<file path="src/hw/rtl/ppu_pkg.sv">
// Shared types, constants and helper functions of the packed pixel unpacker.
// No dependencies; the interfaces, the top, the front and back ends and the testbench import this package.
`timescale 1ns / 1ps

package ppu_pkg;

  // Input command codes.
  localparam logic [1:0] CMD_PAL   = 2'd0;
  localparam logic [1:0] CMD_START = 2'd1;
  localparam logic [1:0] CMD_DATA  = 2'd2;

  // Configuration register indexes.
  localparam int CFG_IDX_W = 1;
  localparam logic [CFG_IDX_W-1:0] REG_PIXEL_FORMAT     = 1'd0;
  localparam logic [CFG_IDX_W-1:0] REG_BACKGROUND_COLOR = 1'd1;

  localparam int COLOR_W = 24;
  localparam int LEN_W   = 11;

  // Work kinds handed from the front to the back.
  typedef enum logic [1:0] {
    KIND_PAL,
    KIND_START,
    KIND_DATA
  } kind_t;

  typedef struct packed {
    kind_t              kind;
    logic [7:0]         pal_index;
    logic [COLOR_W-1:0] pal_color;
    logic [2:0]         first_pos;
    logic [LEN_W-1:0]   line_length;
    logic [7:0]         data_byte;
  } work_t;

  // Bit position of the first pixel of a line within its byte.
  function automatic logic [2:0] first_position(logic [1:0] size_lg, logic [2:0] x);
    logic [2:0] pos;
    case (size_lg)
      2'd0:    pos = ~x;
      2'd1:    pos = {~x[1:0], 1'b0};
      2'd2:    pos = {~x[0], 2'b00};
      default: pos = 3'd0;
    endcase
    return pos;
  endfunction

  // Opacity of an alpha-format pixel value; the shifted copies scale by 85 and 17.
  function automatic logic [7:0] alpha_of(logic [1:0] size_lg, logic [7:0] v);
    logic [7:0] a;
    case (size_lg)
      2'd0:    a = (v[0] != 1'b0) ? 8'hFF : 8'h00;
      2'd1:    a = {v[1:0], v[1:0], v[1:0], v[1:0]};
      2'd2:    a = {v[3:0], v[3:0]};
      default: a = v;
    endcase
    return a;
  endfunction

endpackage

</file>
<file path="src/hw/rtl/ppu_in_if.sv">
// Input channel of the packed pixel unpacker: valid/ready plus the item fields.
// Depends on ppu_pkg for field widths.
`timescale 1ns / 1ps

interface ppu_in_if;
  import ppu_pkg::*;

  logic               valid;
  logic               ready;
  logic [1:0]         cmd;
  logic [7:0]         palette_index;
  logic [COLOR_W-1:0] palette_color;
  logic [9:0]         start_x;
  logic [LEN_W-1:0]   line_length;
  logic [7:0]         data_byte;

  modport source (output valid, cmd, palette_index, palette_color, start_x,
                  line_length, data_byte, input ready);
  modport sink   (input valid, cmd, palette_index, palette_color, start_x,
                  line_length, data_byte, output ready);
endinterface

</file>
<file path="src/hw/rtl/ppu_front.sv">
// Front end: accepts input transactions, drops unused commands and out-of-range palette
// writes, and classifies the rest into work entries for the queue. Depends on ppu_pkg, ppu_in_if.
`timescale 1ns / 1ps

module ppu_front #(
  parameter int PALETTE_DEPTH = 256
) (
  ppu_in_if.sink           in_chan,
  input  logic [2:0]       pixel_format,
  input  logic             queue_full,
  output logic             push,
  output ppu_pkg::work_t   push_data
);
  import ppu_pkg::*;

  logic keep;

  assign in_chan.ready = !queue_full;

  // Unused commands and palette writes beyond the palette are swallowed here.
  always_comb begin
    push_data.pal_index   = in_chan.palette_index;
    push_data.pal_color   = in_chan.palette_color;
    push_data.first_pos   = first_position(pixel_format[1:0], in_chan.start_x[2:0]);
    push_data.line_length = in_chan.line_length;
    push_data.data_byte   = in_chan.data_byte;
    keep                  = 1'b1;
    case (in_chan.cmd)
      CMD_PAL: begin
        push_data.kind = KIND_PAL;
        keep           = (32'(in_chan.palette_index) < 32'(PALETTE_DEPTH));
      end
      CMD_START: begin
        push_data.kind = KIND_START;
      end
      CMD_DATA: begin
        push_data.kind = KIND_DATA;
      end
      default: begin
        push_data.kind = KIND_DATA;
        keep           = 1'b0;
      end
    endcase
  end

  assign push = in_chan.valid && !queue_full && keep;

endmodule

</file>
<file path="src/flat_wrapper.sv">
// flat-port wrapper written by rule: the top's interface ports become plain ports
module ppu_front_flat import ppu_pkg::*;
#(
  parameter int PALETTE_DEPTH = 256
)
  (pixel_format, queue_full, push, push_data, in_chan_valid, in_chan_cmd, in_chan_palette_index, in_chan_palette_color, in_chan_start_x, in_chan_line_length, in_chan_data_byte, in_chan_ready);
  ppu_in_if in_chan_i ();
  input  logic [2:0] pixel_format;
  input  logic queue_full;
  output logic push;
  output ppu_pkg::work_t push_data;
  input wire logic [$bits(in_chan_i.valid)-1:0] in_chan_valid;
  input wire logic [$bits(in_chan_i.cmd)-1:0] in_chan_cmd;
  input wire logic [$bits(in_chan_i.palette_index)-1:0] in_chan_palette_index;
  input wire logic [$bits(in_chan_i.palette_color)-1:0] in_chan_palette_color;
  input wire logic [$bits(in_chan_i.start_x)-1:0] in_chan_start_x;
  input wire logic [$bits(in_chan_i.line_length)-1:0] in_chan_line_length;
  input wire logic [$bits(in_chan_i.data_byte)-1:0] in_chan_data_byte;
  output wire logic [$bits(in_chan_i.ready)-1:0] in_chan_ready;
  assign in_chan_i.valid = in_chan_valid;
  assign in_chan_i.cmd = in_chan_cmd;
  assign in_chan_i.palette_index = in_chan_palette_index;
  assign in_chan_i.palette_color = in_chan_palette_color;
  assign in_chan_i.start_x = in_chan_start_x;
  assign in_chan_i.line_length = in_chan_line_length;
  assign in_chan_i.data_byte = in_chan_data_byte;
  assign in_chan_ready = in_chan_i.ready;
  ppu_front #(.PALETTE_DEPTH(PALETTE_DEPTH)) u_core (.in_chan(in_chan_i), .pixel_format(pixel_format), .queue_full(queue_full), .push(push), .push_data(push_data));
endmodule
</file>
<file path="config.mk">
export PLATFORM = sky130hd
export DESIGN_NAME = ppu_front_flat
export DESIGN_NICKNAME = d
export VERILOG_FILES = /design/src/hw/rtl/ppu_pkg.sv /design/src/hw/rtl/ppu_in_if.sv /design/src/hw/rtl/ppu_front.sv /design/src/flat_wrapper.sv
export SDC_FILE = /design/constraint.sdc
export NUM_CORES = 1
export LEC_CHECK = 0
export ABC_CLOCK_PERIOD_IN_PS = 800
export BUFFER_PORTS_ARGS = -buffer_cell sky130_fd_sc_hd__buf_4
export CORE_AREA = 2 2 49 51
export DETAILED_ROUTE_END_ITERATION = 7
export DIE_AREA = 0 0 51 53
export PLACE_DENSITY_LB_ADDON = 0.12
export SYNTH_ARGS = -nofsm -noshare
export SYNTH_HDL_FRONTEND = slang
export SYNTH_SLANG_ARGS = --single-unit
</file>
<file path="constraint.sdc">
create_clock -name vclk -period 0.8
set_input_delay 0.04 -clock vclk [all_inputs]
set_output_delay 0.04 -clock vclk [all_outputs]
set_load 0.05 [all_outputs]
</file>
* After elaboration in Yosys (flattened, before gate mapping)
Index checks and enable logic that the tools add are counted.
Storage, ports and cells: bits of input ports 68, bits in writable memories 0, output and inout port bits 58, memories kept 0, latch bits 0, register bits 0, bits in read-only memories 0
Operators by class: bitwise operators 3, shifts and indexed selects 0, $add $sub $neg 0, multipliers 0, reductions and logical operators 6, mux-type cells 3, eq/ne operators 4, $lt $le $gt $ge 0, div/mod/pow operators 0
Operator list (number):
- case mux 3 bit (3 select lines) | 1
- equality test 2 x 1 -> 1 bit (second input constant) | 2
- equality test 2 bit (second input constant) | 2
- logical NOT 2 bit | 2
- case mux 2 bit (2 select lines) | 1
- NOT 3 bit | 1
- OR reduction 3 bit | 1
- logical AND 1 bit | 2
- NOT 2 bit | 1
- logical NOT 1 bit | 1
- 2-to-1 mux 1 bit | 1
- NOT 1 bit | 1

* Depth between registers and ports, before layout
depth after elaboration 4, mapped depth 2

* Least setup slack after synthesis
Ideal clock, no wire load.
kind input -> output, start point input in_chan_start_x[1], end point output push_data[20] (netlist bit), stages 2, arrival time 1347 ps, path slack -587 ps, cell sequence nor2b_1 > a211oi_1
RTL lines:
- from (decl) | line flat_wrapper.sv:16 | input wire logic [$bits(in_chan_i.start_x)-1:0] in_chan_start_x;
- to (decl) | line flat_wrapper.sv:11 | output ppu_pkg::work_t push_data;

==> impl_metrics.py <==
metrics = {
    "logic_synthesis": {
        "syn-cell-area_um2": 448,
        "synth_common_cells": "51 x buf_4, 2 x nor2b_1",
        "yosysTopAreaCellShare_pct": 85.5,
        "avgSynthCellArea_um2": 7.22,
        "synth_warnings": 0,
        "post-synth-top-count-cell": "buf_4",
        "synthTopCellsByArea": "buf_4 85%, nor2b_1 2.8%, mux2i_1 2.2%",
        "ys_types": 11,
        "netlist_instances": 62,
        "syn_nets": 130,
        "yosys.area.top_type": "buf_4",
        "seq_area_frac_synth_pct": 0,
    },
    "worst_setup_path": {
        "cp_cell_sequence": "buf_4 -> nor2b_1 -> a211oi_2 -> buf_4",
        "required_ns": 0.76,
        "path_delay_family": "buffers and inverters",
        "critPathLaunchType": "input port",
        "endpoint_kind": "primary output",
        "slowest_delay_ns": 0.23,
        "cp_slowest_cell": "buf_4",
        "cp.arrival_ns": 0.69,
        "crit_path_frequent_cell": "buf_4",
        "crit_fanout": 2,
        "timing_worst_setup_path_type": "in2out",
        "cp.buffers_inverters": 2,
    },
    "timing": {
        "slew_violations": 0,
        "finalSetupTns_ns": 0,
        "relSlewSlack_pct": 89.2,
        "hold_viol_final": 0,
        "setup_viol": 0,
        "worst_pin_slew_ns": 0.158,
        "rsz0062_at_grt": "false",
        "min_period_ns": 0.731,
        "fmax_mhz": 1370,
        "period_share_pct": 91.4,
        "final.setup.worst_slack_ns": 0.0690,
    },
    "hold_path": {
        "holdPathStages": 0,
        "holdCritStartpoint": "in_chan_line_length[3]",
        "hp-class": "in2out",
        "whs_endpoint": "push_data[11]",
    },
    "run": {
        "drv_cap": 0,
    },
    "place": {
        "dp_cells": 54,
        "post-dp-hpwl_um": 640,
        "postPlaceCellArea_um2": 231,
        "gp_congestion": 0.621,
        "post-place-ws_ns": 0.0519,
        "io_buffers": 16,
    },
    "clock_tree": {
        "cts_hold_buf": 0,
        "cts_setup_buffers": 0,
        "cts.repair.resized": 0,
    },
    "power_and_ir_drop": {
        "p_comb_share_pct": 100.0,
        "ir_drop_uv": 141,
        "p_sw_mw": 0.108,
        "cellInternalPower_mw": 0.0699,
        "power_frac_clock_pct": 0,
        "p_leak_nw": 0.108,
        "power.share.sequential_pct": 0,
        "power_density_nw_per_um2": 767,
        "swShare_pct": 60.6,
    },
    "floorplan": {
        "start_util_pct": 20.9,
        "die_y_um": 53,
        "fp-row-count": 17,
        "core_area_um2": 2150,
        "die_area_um2": 2700,
        "dieWidth_um": 51,
        "ios": 126,
    },
    "drt": {
        "drc": 0,
        "num_vias": 199,
        "drt_first_iter_violations": 0,
        "routed_wirelength_um": 759,
        "avgViaCountPerCell": 3.69,
        "wl_per_cell_um": 14.1,
        "ant_nets": 0,
        "drt-pass1-iter-count": 1,
    },
    "run_status": {
        "outcome": "completed",
    },
    "final_layout": {
        "drive_above_1_share_pct": 73.1,
        "nFlopsAndLatches": 0,
        "nClkBuffers": 0,
        "area_growth_pct": -48.3,
        "antenna_cells": 0,
        "nets": 96,
        "postLayoutCoreUtil_pct": 10.8,
        "fin_area_um2": 231,
        "finalNonFillerCells": 54,
        "ff_latch_area_um2": 0,
    },
    "grt": {
        "grtUsageTotal_pct": 4.12,
        "overflow": 0,
        "antenna_found_initial": 0,
        "grt_max_degree": 6,
        "grt_pass1_vias": 207,
        "grt_pass1_wl_um": 869,
    },
}
[worst max-delay path by stage]
stage	startpoint	end	slack, ns	depth (start not counted)
after global routing	in_chan_start_x[0]	push_data[21]	0.007	4
after detailed placement	pixel_format[0]	push_data[21]	0.05	4
after floorplan	in_chan_start_x[1]	push_data[20]	-0.12	2
after global placement	in_chan_start_x[1]	push_data[20]	0.08	4
after CTS	pixel_format[0]	push_data[21]	0.04	4
final	in_chan_start_x[1]	push_data[20]	0.07	4
[through the flow]
| stage | power (mW) | hold WS, ns |
|---|---|---|
| 2_1_floorplan | 0.788 | 0.172 |
| 5_1_grt | 0.186 | 0.0801 |
| 3_3_place_gp | 0.177 | 0.0803 |
| 6_report | 0.177 | 0.0800 |
| 4_1_cts | 0.180 | 0.0803 |
| 3_5_place_dp | 0.180 | 0.0803 |
[power by group through the flow]
stage / clock network [mW] / registers [mW] / logic, mW
final: 0 / 0 / 0.177
after global routing: 0 / 0 / 0.186
after CTS: 0 / 0 / 0.180
after detailed placement: 0 / 0 / 0.180
after global placement: 0 / 0 / 0.177
after floorplan: 0 / 0 / 0.788
[routing by layer]
layer / part of all wire [%] / up-vias / track usage [%] / wire length, µm
met1: 16 / 73 / 1.52 / 119
met4: 17 / 0 / 9.46 / 127
met3: 25 / 26 / 1.69 / 187
li1: - / 68 / - / -
met2: 43 / 32 / 7.14 / 325
met5: 0 / - / 0 / 0
[final cells by class]
class / instances / area [µm²]
fillers: 244 / 1920
repair buffers: 16 / 120
multi-input cells: 9 / 72.6
well taps: 28 / 35.0
inverters: 1 / 3.75
[cell families after synthesis]
logic type             Yosys count  share of synthesized area (%)
muxes                            1                           2.23
buffers and inverters           53                           87.1
and+or+nand+nor                  5                           6.14
AOI/OAI and AO/OA                3                           4.47
[cells in the final DEF, fill, tap and decap left out]
| master | count |
|---|---|
| a211oi_2 | 1 |
| nand2_1 | 1 |
| o21a_1 | 1 |
| o21ai_0 | 1 |
| buf_4 | 16 |
| mux2i_1 | 1 |
| nor2b_1 | 2 |
| nor3_2 | 1 |
| and3_4 | 1 |
| inv_1 | 1 |
Note: power is estimated with default switching activity, not from simulation.
