## src/hw/rtl/ppu_queue.sv

```systemverilog
// Small FIFO that carries classified work from the front to the back.
// Depends on ppu_pkg only through the element type handed in.
`timescale 1ns / 1ps

module ppu_queue #(
  parameter type T     = logic,
  parameter int  DEPTH = 4
) (
  input  logic clk,
  input  logic rst_n,
  input  logic push,
  input  T     push_data,
  output logic full,
  input  logic pop,
  output T     head,
  output logic empty
);

  localparam int AW = $clog2(DEPTH);
  localparam int CW = $clog2(DEPTH + 1);

  T               slots_r [DEPTH];
  logic [AW-1:0]  wr_ptr_r, rd_ptr_r;
  logic [CW-1:0]  count_r;
  logic           do_push, do_pop;

  assign full    = (count_r == CW'(DEPTH));
  assign empty   = (count_r == '0);
  assign head    = slots_r[rd_ptr_r];
  assign do_push = push && !full;
  assign do_pop  = pop && !empty;

  always_ff @(posedge clk) begin
    if (do_push) begin
      slots_r[wr_ptr_r] <= push_data;
    end
  end

  always_ff @(posedge clk) begin
    if (!rst_n) begin
      wr_ptr_r <= '0;
      rd_ptr_r <= '0;
      count_r  <= '0;
    end else begin
      if (do_push) begin
        wr_ptr_r <= (wr_ptr_r == AW'(DEPTH - 1)) ? '0 : wr_ptr_r + AW'(1);
      end
      if (do_pop) begin
        rd_ptr_r <= (rd_ptr_r == AW'(DEPTH - 1)) ? '0 : rd_ptr_r + AW'(1);
      end
      if (do_push && !do_pop) begin
        count_r <= count_r + CW'(1);
      end else if (do_pop && !do_push) begin
        count_r <= count_r - CW'(1);
      end
    end
  end

endmodule

```

## config.mk

```make
export PLATFORM = sky130hd
export DESIGN_NAME = ppu_queue
export DESIGN_NICKNAME = d
export VERILOG_FILES = /design/src/hw/rtl/ppu_queue.sv
export SDC_FILE = /design/constraint.sdc
export NUM_CORES = 1
export LEC_CHECK = 0
export BUFFER_PORTS_ARGS = -buffer_cell sky130_fd_sc_hd__buf_4
export CORE_UTILIZATION = 35
export CTS_CLUSTER_DIAMETER = 120
export CTS_CLUSTER_SIZE = 30
export DETAILED_ROUTE_END_ITERATION = 16
export PLACE_DENSITY = 0.57
export SLEW_MARGIN = 20
export SYNTH_ARGS = -nofsm -noshare
export SYNTH_HDL_FRONTEND = slang
export SYNTH_SLANG_ARGS = --single-unit
```

## constraint.sdc

```tcl
create_clock -name clk -period 4.7 [get_ports clk]
set_input_delay 0.705 -clock clk [delete_from_list [all_inputs] [get_ports clk]]
set_output_delay 0.705 -clock clk [all_outputs]
set_load 0.01 [all_outputs]
```

## Word level (Yosys, flattened, before mapping)

Memories as Yosys holds them, arrays and structs flattened. A register that Yosys moved wholly into a read port is not among the register bits.
Cells that the tools add are included.

- Flip-flop bits (word level): 7
- Memories: 1
- Memory bits (writable): 4
- Word-level logic and storage cells: 29

- Muxes and demuxes: 8
- Reductions and logical operators: 10
- Equal/unequal tests: 3
- Add/sub/neg operators: 4

Memories:

| memory | words | width | read ports | clocked after Yosys merged registers in | write ports | RTL line | source |
|---|---|---|---|---|---|---|---|
| slots_r | 4 | 1 | 1 | 1 | 1 | 22 | `T slots_r [DEPTH];` |

Operator list:

| cell | number |
|---|---|
| $mux 2 | 4 |
| $mux 3 | 2 |
| $add 2x1->2 const B | 2 |
| $eq 2x2->1 const B | 2 |
| $logic_and 1x1->1 | 4 |
| $logic_not 1->1 | 4 |
| $add 3x1->3 const B | 1 |
| $eq 3x3->1 const B | 1 |
| $logic_not 3->1 | 1 |
| $sub 3x1->3 const B | 1 |
| $mux 1 | 2 |
| $reduce_bool 2->1 | 1 |

## Longest topological paths before layout

Gate-level depths: netlist of run 1.

- Depth in word-level cells: 7
- Mapped depth: 9
- Mapped depth without buffers: 8

## Least setup slack after synthesis of run 1

OpenSTA, ideal clock, no wires.

- Path type: input to register
- From: input push
- To: register count_r[2]
- Arrival time: 2129 ps
- Stages on the path: 8
- Slack: 2496 ps
- Required time: 4624 ps
- Cells stage by stage: nor2b_1 buf_2 ha_1 inv_1 fa_1 xor2_1 or3_1 a21boi_0

- Word-level cells in the longest chain between the ends: 4
- Elaborated cells between the ends (all ways): 6

RTL lines:

| element | RTL line | source |
|---|---|---|
| start: declaration | 11 | `input logic push,` |
| $logic_and 1x1->1 * | 30 | `assign do_push = push && !full;` |
| named net do_push | 25 | `logic do_push, do_pop;` |
| $logic_not 1->1 | 53 | `end else if (do_pop && !do_push) begin` |
| $logic_and 1x1->1 | 53 |  |
| $reduce_bool 2->1 (no line) | - |  |
| end signal: assignment | 52 | `count_r <= count_r + CW'(1);` |
| end signal: assignment | 54 | `count_r <= count_r - CW'(1);` |
| end: declaration | 24 | `logic [CW-1:0] count_r;` |

Mark *: on every way through the listed nets, which the timed path passes. The rest lies on a longest branch.
A chain may end at the register's enable or synchronous reset.

## Final worst setup path of run 1

- From: register count_r[1]
- To: register count_r[2]

- Word-level cells in the longest chain between the ends: 6
- Elaborated cells between the ends (all ways): 15

RTL lines:

| element |
|---|
| parallel branches: the longest is 6 deep, another holds $sub 3x1->3 |

Parallel ways; which one is timed is not known. The select of a mux whose other input is x is not followed.

==> impl_metrics.env, run 1 <==
export IMPL_post_route_min_period_ps=2320
export IMPL_cts_tree="built"
export IMPL_synth_top_area_share_pct=28.9
export IMPL_cts_made_buffers=3
export IMPL_gp_congestion=0.758
export IMPL_clock_sinks=13
export IMPL_post_drt_wl_per_cell_um=11.4
export IMPL_clk_pin_slew_worst_paths_ps=80
export IMPL_crit_required_ps=4910
export IMPL_synth_area_leaders="dfxtp_1 29%, edfxtp_1 19%, ha_1 12%, and2_1 5.0%, mux2i_1 4.8%"
export IMPL_hpwlAfterDp_um=661
export IMPL_stdcell_count=81
export IMPL_dieArea_mm2=0.00195
export IMPL_vias_per_cell=4.79
export IMPL_areaGrowthSynthToFinish_pct=14.5
export IMPL_cts_path_max_buffers=2
export IMPL_async_reset_ff_share_pct=0
export IMPL_yosys_top_cells_count="9 x dfxtp_1, 6 x ha_1, 6 x nand2_1"
export IMPL_seq_area_frac_synth_pct=48.2
export IMPL_num_antenna_cells=0
export IMPL_crit_buf_inv=1
export IMPL_fin_tns_setup_ps=0
export IMPL_ys_types=22
export IMPL_timing_final_crit_share_pct=49.3
export IMPL_drt_iter0_drc=5
export IMPL_tightestPinTransition_ps=514
export IMPL_place_ws_ps=2110
export IMPL_die_x_um=44.2
export IMPL_ys_ff_latch=13
export IMPL_firstDrtPassIters=4
export IMPL_num_rows=14
export IMPL_cp_max_fo=7
export IMPL_grt_pass1_vias=368
export IMPL_finalSetupViolCount=0
export IMPL_grt_max_degree=12
export IMPL_leakagePower_nw=0.304
export IMPL_initial_utilization_pct=39.5
export IMPL_syn_nets=68
export IMPL_critPathKind="register to register"
export IMPL_vias=388
export IMPL_hold_slack_ps=514
export IMPL_slew_headroom_pct=65.4
export IMPL_critical_path_top_delay_family="simple AND/OR/NAND/NOR gates"
export IMPL_min_path_type="register to register"
export IMPL_syn_area_per_cell_um2=11.1
export IMPL_fin_ws_ps=2380
export IMPL_maxCapViolations=0
export IMPL_port_buffers=7
export IMPL_ir_drop_mv=0.222
export IMPL_postCtsSetupBuffers=0
export IMPL_clk_insertion_delay_late_ps=280
export IMPL_startpoint_type="register"
export IMPL_io_pins=8
export IMPL_path_cells="nor3b_2 > nor2b_1 > ha_1 > inv_1 > fa_1 > xor2_1 > or3_1 > a21boi_0"
export IMPL_slowest_stage="dfxtp_1"
export IMPL_synth_flop_cell="dfxtp_1"
export IMPL_antenna_found_initial=0
export IMPL_fin_worst_skew_ps=4.87
export IMPL_grt_pass1_wl_um=1650
export IMPL_fp_dieH_um=44.2
export IMPL_drive_above_1_share_pct=18.5
export IMPL_synthCells=56
export IMPL_core_area_mm2=0.00158
export IMPL_max_stage_delay_ps=460
export IMPL_htreeDepth=1
export IMPL_crit_arrival_ps=2530
export IMPL_dp_cells=77
export IMPL_cts_resized=0
export IMPL_status="finished, final reports clean"
export IMPL_rsz0062_at_grt="no"
export IMPL_ys_warn_count=0
export IMPL_ant_nets=0
export IMPL_wl_um=927
export IMPL_grt_overflow_total=0
export IMPL_slew_violations=0
export IMPL_cts_root_buf="clkbuf_4"
export IMPL_yosysMostFrequentCell="dfxtp_1"
export IMPL_fmax_ghz=0.431
export IMPL_drc=0
export IMPL_ctsHoldBuffers=0
export IMPL_nFillCells=153
export IMPL_final_nets=78
export IMPL_synth_edf_count=4
export IMPL_synth_top_area_cell="dfxtp_1"
export IMPL_synth_area_um2=623
export IMPL_grt_usage_pct=12.6
export IMPL_hold_viol=0
export IMPL_cp_end_kind="register"
export IMPL_p_per_area_mw_per_mm2=507
power by group:
part | leakage [nW] | total, mW | switching [mW] | internal, mW
Sequential | 0.111 | 0.168 | 0.0248 | 0.143
Combinational | 0.178 | 0.124 | 0.0570 | 0.0673
Clock | 0.0150 | 0.0698 | 0.0369 | 0.0329
final cells by class:
cell class,instances,area (um2),share of cell area [%]
repair buffers,7,52.6,7.37
flip-flops and latches,13,300,42.1
multi-input cells,38,303,42.5
inverters,3,11.3,1.58
clock buffers,4,26.3,3.68
well taps,16,20.0,2.81
kinds of logic after synthesis:
group / Yosys count / synth area share (%)
buf+inv: 5 / 3.21
xor+xnor: 2 / 2.81
simple gates: 20 / 17.3
flops: 13 / 48.2
compound gates: 5 / 4.82
mux: 4 / 8.43
fa+ha+maj: 7 / 15.3
layer usage:
layer,part of all wire [%],wire (um),vias to the layer above,global-route usage [%]
met5,0,0,-,0
met4,2.9,27,0,9.09
met3,5.1,47,4,6.12
met2,45,413,6,16.5
met1,47,438,172,15.8
li1,-,-,206,-
per-stage QoR:
step	util (%)	cell area [um2]	power, mW
CTS	45.2	713	0.369
finish	45.2	713	0.362
global route	45.2	713	0.395
detailed placement	43.6	687	0.296
global placement	43.6	687	0.294
floorplan	-	623	0.259
worst min-delay path, stage by stage (launching register included):
cell and delay, ps:
dfxtp_1 320, nand3_1 60, o21ai_0 90
worst paths after layout:
| kind | start | endpoint | slack [ps] | cells past startpoint |
|---|---|---|---|---|
| min reg2reg | rd_ptr_r[1] | rd_ptr_r[1] | 510 | 2 |
| min | rd_ptr_r[1] | rd_ptr_r[1] | 510 | 2 |
| max | count_r[1] | count_r[2] | 2380 | 8 |
| max reg2reg | count_r[1] | count_r[2] | 2380 | 8 |
layout by cell type, fill, tap and decap left out, types with 2 or more instances in the layout:
cell,count
and2_1,5
buf_4,7
clkbuf_4,3
dfxtp_1,9
edfxtp_1,4
ha_1,6
inv_1,3
mux2i_1,3
nand2_1,6
nand3_1,2
nor2_1,2
nor2b_1,2
o21ai_0,3
(Power assumes the default switching activity.)
==> inputs of run 2 (changes only) <==
- clock period: 4.7 -> 2.4 ns (I/O delays scaled with it)
==> impl_metrics.env, run 2 (synthesis gave the netlist of run 1 again) <==
export IMPL_drive_above_1_share_pct=20.9
export IMPL_p_total_uw=723
export IMPL_p_per_area_mw_per_mm2=992
export IMPL_antenna_found_initial=0
export IMPL_hpwlAfterDp_um=646
export IMPL_cp_max_fo=5
export IMPL_cts_resized=0
export IMPL_fp_dieH_um=44.2
export IMPL_most_common_layout_cells="9 x dfxtp_1, 9 x buf_4, 6 x nand2_1, 6 x ha_1, 5 x and2_1"
export IMPL_core_area_mm2=0.00158
export IMPL_port_buffers=7
export IMPL_tightestPinTransition_ps=295
export IMPL_ir_drop_mv=0.460
export IMPL_grt_usage_pct=12.0
export IMPL_cts_tree="built"
export IMPL_slew_violations=0
export IMPL_clock_sinks=13
export IMPL_cts_path_max_buffers=2
export IMPL_fin_tns_setup_ps=0
export IMPL_startpoint_type="register"
export IMPL_ctsHoldBuffers=0
export IMPL_hold_viol=0
export IMPL_slew_headroom_pct=80.2
export IMPL_critical_path_top_delay_family="adder cells"
export IMPL_die_x_um=44.2
export IMPL_final_nets=80
export IMPL_fmax_ghz=0.491
export IMPL_clk_insertion_delay_late_ps=280
export IMPL_crit_arrival_ps=2250
export IMPL_wl_um=887
export IMPL_num_antenna_cells=0
export IMPL_vias=388
export IMPL_grt_overflow_total=0
export IMPL_clk_pin_slew_worst_paths_ps=80
export IMPL_grt_pass1_vias=363
export IMPL_cts_made_buffers=3
export IMPL_rsz0062_at_grt="no"
export IMPL_slowest_stage="dfxtp_1"
export IMPL_num_rows=14
export IMPL_timing_final_crit_share_pct=84.8
export IMPL_cts_root_buf="clkbuf_4"
export IMPL_max_stage_delay_ps=370
export IMPL_gp_congestion=0.654
export IMPL_initial_utilization_pct=39.5
export IMPL_postCtsSetupBuffers=0
export IMPL_cp_end_kind="register"
export IMPL_ant_nets=0
export IMPL_firstDrtPassIters=4
export IMPL_leakagePower_nw=0.313
export IMPL_vias_per_cell=4.67
export IMPL_crit_required_ps=2610
export IMPL_io_pins=8
export IMPL_grt_max_degree=12
export IMPL_path_cells="o31ai_1 > ha_1 > inv_1 > fa_1 > xor2_1 > or3_1 > a21boi_0"
export IMPL_finalSetupViolCount=0
export IMPL_post_drt_wl_per_cell_um=10.7
export IMPL_areaGrowthSynthToFinish_pct=16.9
export IMPL_status="finished, final reports clean"
export IMPL_htreeDepth=1
export IMPL_drt_iter0_drc=6
export IMPL_fin_worst_skew_ps=5.30
export IMPL_drc=0
export IMPL_maxCapViolations=0
export IMPL_min_path_type="primary input to register"
export IMPL_post_route_min_period_ps=2040
export IMPL_critPathKind="register to register"
export IMPL_grt_pass1_wl_um=1580
export IMPL_crit_buf_inv=1
export IMPL_dieArea_mm2=0.00195
==> run 2: changes by cell type in the layout (fill, tap and decap cells not counted) <==
cell and delta:
buf_4 +2
==> run 2: layer usage <==
layer | up-vias | global-route usage [%] | wire length, um
li1 | 209 | - | -
met4 | 0 | 9.09 | 26
met1 | 168 | 13.6 | 447
met5 | - | 0 | 0
met2 | 6 | 17.1 | 357
met3 | 5 | 6.12 | 56
==> run 2: power by group <==
part | leakage [nW] | switching (mW) | internal, mW | total, mW
logic | 0.188 | 0.117 | 0.144 | 0.260
clock network | 0.0150 | 0.0706 | 0.0645 | 0.135
registers | 0.111 | 0.0477 | 0.280 | 0.327
total | 0.313 | 0.235 | 0.488 | 0.723
==> run 2: final timing paths <==
| check | startpoint | end | slack (ps) | cells after the start |
|---|---|---|---|---|
| hold reg to reg | wr_ptr_r[1] | wr_ptr_r[1] | 510 | 2 |
| setup / recovery | count_r[1] | count_r[2] | 360 | 7 |
| setup reg to reg | count_r[1] | count_r[2] | 360 | 7 |
| hold / removal | push_data | slots_r[2] | 280 | 1 |
==> run 2: through the flow <==
step           area [um2]  worst slack, ps  cells  utilization, %  hold WS [ps]
2_1_floorplan         623              311     56               -           459
3_3_place_gp          702              388     79            44.5           491
3_5_place_dp          702              354     79            44.5           497
4_1_cts               728              348     83            46.2           266
5_1_grt               728              154     83            46.2           262
6_report              728              365     83            46.2           280
==> run 2: worst register-to-register path, stage by stage (launching register included) <==
cell and delay (ps):
dfxtp_1 370, o31ai_1 340, ha_1 240, inv_1 60, fa_1 370, xor2_1 150, or3_1 300, a21boi_0 150
==> run 2: cell type report <==
| cell class | count | area [um2] |
|---|---|---|
| clock buffers | 4 | 26.3 |
| fillers | 160 | 848 |
| flip-flops and latches | 13 | 300 |
| repair buffers | 9 | 67.6 |
| well taps | 16 | 20.0 |
| multi-input cells | 38 | 303 |
| inverters | 3 | 11.3 |
